===== config.mk =====
export PLATFORM = sky130hd
export DESIGN_NAME = modular_inverse_ext_euclid_unit
export DESIGN_NICKNAME = d
export VERILOG_FILES = /design/src/rtl/mie_pkg.sv /design/src/rtl/modular_inverse_ext_euclid_unit.sv /design/src/rtl/mie_ctrl.sv /design/src/rtl/mie_dp.sv
export SDC_FILE = /design/constraint.sdc
export NUM_CORES = 1
export LEC_CHECK = 0
export ABC_AREA = 0
export BUFFER_PORTS_ARGS = -buffer_cell sky130_fd_sc_hd__buf_2
export CAP_MARGIN = 0
export CORE_ASPECT_RATIO = 1.4
export CORE_MARGIN = 2
export CORE_UTILIZATION = 55
export DETAILED_ROUTE_END_ITERATION = 10
export GPL_ROUTABILITY_DRIVEN = 1
export PLACE_DENSITY = 0.74
export SYNTH_ARGS = -nofsm -noshare
export SYNTH_HDL_FRONTEND = slang
export SYNTH_HIERARCHICAL = 1
export SYNTH_SLANG_ARGS = --single-unit

===== constraint.sdc =====
create_clock -name clk -period 8.1 [get_ports clk]
set_input_delay 2.025 -clock clk [delete_from_list [all_inputs] [get_ports clk]]
set_output_delay 2.025 -clock clk [all_outputs]
set_load 0.02 [all_outputs]

===== src/rtl/mie_pkg.sv =====
// shared types, widths and controller states for the modular inverse unit
package mie_pkg;

	localparam int DATA_W = 31;
	localparam int COEF_W = DATA_W + 1;
	localparam int CNT_W  = $clog2(DATA_W);

	typedef struct packed {
		logic [DATA_W-1:0] value;
		logic [DATA_W-1:0] modulus;
	} in_t;

	typedef struct packed {
		logic [DATA_W-1:0]        inverse;
		logic                     has_inverse;
		logic [DATA_W-1:0]        gcd_value;
		logic signed [COEF_W-1:0] coef_value;
		logic signed [COEF_W-1:0] coef_modulus;
	} out_t;

	typedef enum logic [2:0] {
		ST_IDLE,
		ST_CHECK,
		ST_DIV,
		ST_UPDATE,
		ST_RED,
		ST_FINISH
	} state_t;

	// controller to datapath
	typedef struct packed {
		logic load;
		logic div_init;
		logic red_init;
		logic step;
		logic red;
		logic update;
		logic finish;
	} cmd_t;

	// datapath to controller
	typedef struct packed {
		logic a_zero;
		logic last;
		logic ok;
		logic out_free;
	} sts_t;

endpackage


===== src/rtl/modular_inverse_ext_euclid_unit.sv =====
// top level of the extended euclidean modular inverse unit
// Takes value and modulus in one transfer and returns gcd, the Bezout coefficients
// (value*coef_value + modulus*coef_modulus = gcd) and the inverse in 0..modulus-1,
// flagged by has_inverse only when the gcd is one. One item is worked at a time.
// Each euclid step is a check, a one-bit-per-cycle restoring division of DATA_W bits
// that also forms quotient times coefficient by shift and add, and a coefficient
// update; after k steps an existing inverse is reduced by one more pass of the same
// divider. For 31-bit operands k is at most 45 (consecutive fibonacci operands, plus
// one swap step when value exceeds modulus). A finished result sits in an output
// register, so the next item is taken while it waits.
module modular_inverse_ext_euclid_unit (
	input  logic          clk,
	input  logic          arst_n,
	input  logic          in_valid,
	output logic          in_ready,
	input  mie_pkg::in_t  in_data,
	output logic          out_valid,
	input  logic          out_ready,
	output mie_pkg::out_t out_data
);
	import mie_pkg::*;

	cmd_t cmd;
	sts_t sts;

	mie_ctrl u_ctrl (
		.clk      (clk),
		.arst_n   (arst_n),
		.in_valid (in_valid),
		.in_ready (in_ready),
		.sts      (sts),
		.cmd      (cmd)
	);

	mie_dp u_dp (
		.clk       (clk),
		.arst_n    (arst_n),
		.in_data   (in_data),
		.cmd       (cmd),
		.sts       (sts),
		.out_valid (out_valid),
		.out_ready (out_ready),
		.out_data  (out_data)
	);

endmodule


===== src/rtl/mie_ctrl.sv =====
// sequencer for the euclid steps, the serial divisions and the final reduction
module mie_ctrl (
	input  logic          clk,
	input  logic          arst_n,
	input  logic          in_valid,
	output logic          in_ready,
	input  mie_pkg::sts_t sts,
	output mie_pkg::cmd_t cmd
);
	import mie_pkg::*;

	state_t state_q;
	state_t state_d;

	always_ff @(posedge clk or negedge arst_n) begin
		if (!arst_n) begin
			state_q <= ST_IDLE;
		end else begin
			state_q <= state_d;
		end
	end

	always_comb begin
		state_d  = state_q;
		cmd      = '0;
		in_ready = 1'b0;
		case (state_q)
			ST_IDLE: begin
				in_ready = 1'b1;
				if (in_valid) begin
					cmd.load = 1'b1;
					state_d  = ST_CHECK;
				end
			end
			ST_CHECK: begin
				if (!sts.a_zero) begin
					cmd.div_init = 1'b1;
					state_d      = ST_DIV;
				end else if (sts.ok) begin
					cmd.red_init = 1'b1;
					cmd.red      = 1'b1;
					state_d      = ST_RED;
				end else begin
					state_d = ST_FINISH;
				end
			end
			ST_DIV: begin
				cmd.step = 1'b1;
				if (sts.last) begin
					state_d = ST_UPDATE;
				end
			end
			ST_UPDATE: begin
				cmd.update = 1'b1;
				state_d    = ST_CHECK;
			end
			ST_RED: begin
				cmd.step = 1'b1;
				cmd.red  = 1'b1;
				if (sts.last) begin
					state_d = ST_FINISH;
				end
			end
			ST_FINISH: begin
				if (sts.out_free) begin
					cmd.finish = 1'b1;
					state_d    = ST_IDLE;
				end
			end
			default: begin
				state_d = ST_IDLE;
			end
		endcase
	end

	// a division runs its full bit count before the coefficients move
	a_div_runs: assert property (@(posedge clk) disable iff (!arst_n)
		(state_q == ST_DIV && !sts.last) |=> (state_q == ST_DIV))
		else $error("division left before its last bit");

endmodule


===== src/rtl/mie_dp.sv =====
// remainders, bezout coefficients, shared serial divider and result register
module mie_dp (
	input  logic          clk,
	input  logic          arst_n,
	input  mie_pkg::in_t  in_data,
	input  mie_pkg::cmd_t cmd,
	output mie_pkg::sts_t sts,
	output logic          out_valid,
	input  logic          out_ready,
	output mie_pkg::out_t out_data
);
	import mie_pkg::*;

	logic [DATA_W-1:0] p_q, a_q, m_q;
	logic [COEF_W-1:0] c0x_q, c0y_q, c1x_q, c1y_q;
	logic [COEF_W-1:0] accx_q, accy_q;
	logic [DATA_W-1:0] num_q, rem_q;
	logic [CNT_W-1:0]  cnt_q;
	logic              out_valid_q;
	out_t              out_q;

	logic [DATA_W-1:0] divisor;
	logic [DATA_W:0]   trial, diff;
	logic              ge;
	logic              neg;
	logic [COEF_W-1:0] mag_full;
	logic [DATA_W-1:0] inv_fix;
	logic              ok;

	assign divisor  = cmd.red ? m_q : a_q;
	assign trial    = {rem_q, num_q[DATA_W-1]};
	assign ge       = trial >= {1'b0, divisor};
	assign diff     = trial - {1'b0, divisor};

	assign neg      = c1x_q[COEF_W-1];
	assign mag_full = neg ? (COEF_W'(0) - c1x_q) : c1x_q;
	assign ok       = (p_q == DATA_W'(1)) && (m_q != '0);
	assign inv_fix  = (neg && rem_q != '0) ? (m_q - rem_q) : rem_q;

	assign sts.a_zero   = (a_q == '0);
	assign sts.last     = (cnt_q == CNT_W'(DATA_W - 1));
	assign sts.ok       = ok;
	assign sts.out_free = !out_valid_q || out_ready;

	assign out_valid = out_valid_q;
	assign out_data  = out_q;

	always_ff @(posedge clk) begin
		if (cmd.load) begin
			p_q   <= in_data.modulus;
			a_q   <= in_data.value;
			m_q   <= in_data.modulus;
			c0x_q <= COEF_W'(1);
			c0y_q <= '0;
			c1x_q <= '0;
			c1y_q <= COEF_W'(1);
		end
		if (cmd.div_init || cmd.red_init) begin
			num_q  <= cmd.red_init ? mag_full[DATA_W-1:0] : p_q;
			rem_q  <= '0;
			accx_q <= '0;
			accy_q <= '0;
			cnt_q  <= '0;
		end
		if (cmd.step) begin
			num_q  <= num_q << 1;
			rem_q  <= ge ? diff[DATA_W-1:0] : trial[DATA_W-1:0];
			cnt_q  <= cnt_q + CNT_W'(1);
			// quotient bits arrive msb first: horner form of q * c0
			accx_q <= (accx_q << 1) + (ge ? c0x_q : '0);
			accy_q <= (accy_q << 1) + (ge ? c0y_q : '0);
		end
		if (cmd.update) begin
			p_q   <= a_q;
			a_q   <= rem_q;
			c0x_q <= c1x_q - accx_q;
			c0y_q <= c1y_q - accy_q;
			c1x_q <= c0x_q;
			c1y_q <= c0y_q;
		end
		if (cmd.finish) begin
			out_q.inverse      <= ok ? inv_fix : '0;
			out_q.has_inverse  <= ok;
			out_q.gcd_value    <= p_q;
			out_q.coef_value   <= c1x_q;
			out_q.coef_modulus <= c1y_q;
		end
	end

	always_ff @(posedge clk or negedge arst_n) begin
		if (!arst_n) begin
			out_valid_q <= 1'b0;
		end else if (cmd.finish) begin
			out_valid_q <= 1'b1;
		end else if (out_ready) begin
			out_valid_q <= 1'b0;
		end
	end

	// partial remainder of a euclid division stays below the divisor
	a_rem_bound: assert property (@(posedge clk) disable iff (!arst_n)
		$past(cmd.step && !cmd.red) |-> (rem_q < a_q))
		else $error("partial remainder not below divisor");

	// a new result never overwrites one that has not been taken
	a_no_overwrite: assert property (@(posedge clk) disable iff (!arst_n)
		cmd.finish |-> (!out_valid_q || out_ready))
		else $error("result register overwritten");

	// an inverse is flagged only with a unit gcd
	a_inv_gcd: assert property (@(posedge clk) disable iff (!arst_n)
		(out_valid_q && out_q.has_inverse) |-> (out_q.gcd_value == DATA_W'(1)))
		else $error("inverse flagged with gcd not one");

endmodule

==> impl_metrics.csv <==
group,metric,value,unit
status,outcome,"finished, final reports clean",
die,num_io_pins,195,
synth,async_flop_share,0.8282,%
route,dr.pass1.iters,5,
global_route,track_usage,27.86,%
route,drt_iter0_markers,1688,
finish,regArea,0.01447,mm^2
finish,antennaDiodeCount,0,
power,seq_power_share,53.6,%
synth,ys_ff_latch,483,
clock_network,root_buffer,"clkbuf_16",
clock_network,cts_setup_buffers,0,
power,pwr-share-comb,0.8,%
synth,syn_avg_cell_area,10.81,um^2
synth,synth-edff-count,478,
placed_design,place.gp.congestion,0.9652,
synth,synth.area.mux_share,3.707,%
synth,netlist_top_cells_area,"edfxtp_1, ha_1, a21oi_1",
global_route,grt_pass1_vias,21570,
setup_path,end_kind,"register",
setup_path,cp_slowest_cell,"edfxtp_1",
clock_network,cts.sinks,483,
setup_path,worstSetupEndpoint,"u_dp/accy_q[31]",
synth,synth_top_family_by_area,"compound AO/OA/AOI/OAI gates",
placed_design,port_buffers,194,
placed_design,dpl.hpwl,55.32,mm
power,p_int,4075,uW
route,vias,21553,
setup_path,reg2reg_depth,30,
sta,max-slew-margin-rel,23.90,%
clock_network,cts_tree,"built",
setup_path,start_kind,"register",
sta,finalMaxSlewViolations,0,
synth,synth.top_cell.area_share,49.74,%
power,p_leak,0.01298,uW
clock_network,cts-htree-levels,2,
sta,setup_violations,0,
setup_path,cp_max_fo,37,
die,die_h,275.0,um
route,drt-total-wl,76.14,mm
min_path,min_path_cells,0,
clock_network,clk_path_buf_depth,3,
die,die_w,197.6,um
synth,synth_top_area_cell,"edfxtp_1",
sta,period_share,94.94,%
synth,ys_warn_count,6,
global_route,grt_pass1_wl,117.6,mm
finish,area_delta_synth_final,11.57,%
setup_path,reg2reg_slack,0.41,ns
sta,final-hold-violation-count,0,
sta,clock.fmax,130.0,MHz
synth,synth_flop_cell,"edfxtp_1",
synth,synth_compound_area_share,14.86,%
finish,num-fill-cells,4191,
clock_network,numCtsBuffers,48,
synth,synth_fa_ha_area_share,8.481,%
synth,synth_cell_types,86,
clock_network,cts.clk_slew.worst_paths,0.06,ns
setup_path,required,8.41,ns
setup_path,cpPeakStageDelay,0.48,ns
power,p_per_area,157.1,mW/mm^2
power,clkPwrFrac,45.6,%
die,rows,99,
sta,worst_pin_slew,1.141,ns
setup_path,crit_arrival,8.00,ns
clock_network,ctsHoldBuffers,0,
finish,finish.utilization,61.88,%
synth,synth-simple-area-share,14.12,%
sta,fin_worst_skew,0.02562,ns
global_route,grt_max_degree,163,
synth,syn_inst,2670,
synth,yosysSeqAreaShare,50.16,%
synth,syn_area,0.02886,mm^2
global_route,antenna_found_initial,1,
finish,multiInputGateArea,0.01355,mm^2
route,post_drt_wl_per_cell,21.47,um
setup_path,worstReg2RegEnd,"u_dp/accy_q[31]",
setup_path,r2r-start,"u_dp/p_q[9]",
finish,layout.nets,3113,
power,p_sw,983.7,uW
setup_path,crit_top_cell,"a21oi_1",
sta,finalSetupTns,0,ns
power,swShare,19.45,%
sta,rsz0062_at_grt,"no",
finish,final_cell_mix,"edfxtp_1, nor2_1, a21oi_1",
die,start_util,55.46,%
die,dieArea,0.05434,mm^2
route,via_per_inst,6.078,
finish,layout_commonest_cell,"edfxtp_1",
clock_network,insertion_delay,0.59,ns
synth,synth_xor_area_share,5.555,%
min_path,hold_path.class,"reg2reg",
route,postRouteAntennaNets,0,
finish,final_layout_size_suffix_gt1_share,14.39,%
setup_path,path_class,"reg2reg",
power,ir_worst_vdd,0.0001484,V
synth,synth_nets,2928,
clock_network,cts_resized,0,
die,core_area,0.05202,mm^2
setup_path,startpoint,"u_dp/p_q[9]",
global_route,gr-total-overflow,0,
route,drc,0,
sta,min_period,7.690,ns
flow_run,cap_viol_max_count,0,
==> sequential cells by signal, indices dropped and copies added, names as in the netlist, 32 cells and up <==
register,cells
u_dp/out_data,127
u_dp/accx_q,32
u_dp/accy_q,32
u_dp/c0x_q,32
u_dp/c0y_q,32
u_dp/c1x_q,32
u_dp/c1y_q,32
==> through the flow <==
step	instances	cell area, um^2	setup slack, ns	hold slack (ns)	power (uW)
finish	3546	32190	0.4098	0.4594	5058
floorplan	2670	28860	0.9262	0.4244	2778
CTS	3546	32170	0.2365	0.4681	5103
detailed placement	3461	30560	0.2756	0.4446	2804
global placement	3461	30560	0.4364	0.4545	2805
global route	3546	32190	0.06505	0.4775	5185
==> how the worst min path moves through the flow <==
stage | startpoint | to | slack [ns]
CTS | u_dp/c1y_q[9] | u_dp/out_data[9] | 0.47
global route | u_dp/c1y_q[22] | u_dp/out_data[22] | 0.48
global placement | u_dp/c1y_q[0] | u_dp/out_data[0] | 0.45
detailed placement | u_dp/c1y_q[9] | u_dp/out_data[9] | 0.44
finish | u_dp/c1y_q[9] | u_dp/out_data[9] | 0.46
floorplan | u_dp/c1x_q[31] | u_dp/out_data[63] | 0.42
==> power by group through the flow <==
| stage | clock, uW | combinational [uW] | sequential, uW |
|---|---|---|---|
| 2_1_floorplan | 0 | 13.6 | 2760 |
| 3_5_place_dp | 0 | 39.9 | 2760 |
| 4_1_cts | 2350 | 41.0 | 2710 |
| 6_report | 2310 | 40.6 | 2710 |
| 3_3_place_gp | 0 | 40.7 | 2760 |
| 5_1_grt | 2430 | 43.4 | 2710 |
==> critical path: cells and delay by family, from the launching register on <==
family	cells	cell delay, ns
xor gates and xnor gates	1	0.16
AOI/OAI and AO/OA	14	3.36
and+or+nand+nor	9	1.74
adders and majority gates	3	0.93
DFF	1	0.48
buffers and inverters	2	0.37
muxes	1	0.36
==> cells by family after synthesis <==
family,Yosys count
AO/OA/AOI/OAI,666
XOR/XNOR,183
AND/OR/NAND/NOR,820
buffers and inverters,227
multiplexers,99
flip-flops,483
adder cells (fa/ha/maj),192
==> Yosys cell counts (all sizes together) (6+ instances only) <==
library cell,count
edfxtp,478
a21oi,219
nor2,218
nand2,199
ha,186
and2,146
inv,135
o21ai,133
xnor2,105
a21o,89
clkbuf,79
xor2,78
mux2,63
nand3,38
o21a,37
mux2i,36
nor3,33
nor4,33
a22oi,31
nand2b,29
and3,27
a211oi,26
nor2b,26
a31oi,24
nand4,22
o21bai,18
o31ai,16
buf,13
or3,11
or2,10
a2111oi,8
a21boi,7
fa,6
nor3b,6
o221ai,6
o31a,6
or4,6
==> layer usage <==
metal	share of wire (%)	global-route usage, %
met4	5.7	15.31
met2	49	48.91
met3	5.2	3.138
met5	0.022	0
met1	40	33.48
==> cell type report <==
| class | count | share of cell area (%) |
|---|---|---|
| inverters | 135 | 1.574 |
| repair buffers | 227 | 3.863 |
| flip-flops and latches | 483 | 44.96 |
| multi-input cells | 1960 | 42.07 |
| well taps | 656 | 2.549 |
| clock inverters | 25 | 0.8900 |
| clock buffers | 60 | 4.092 |
(Power assumes the default switching activity.)
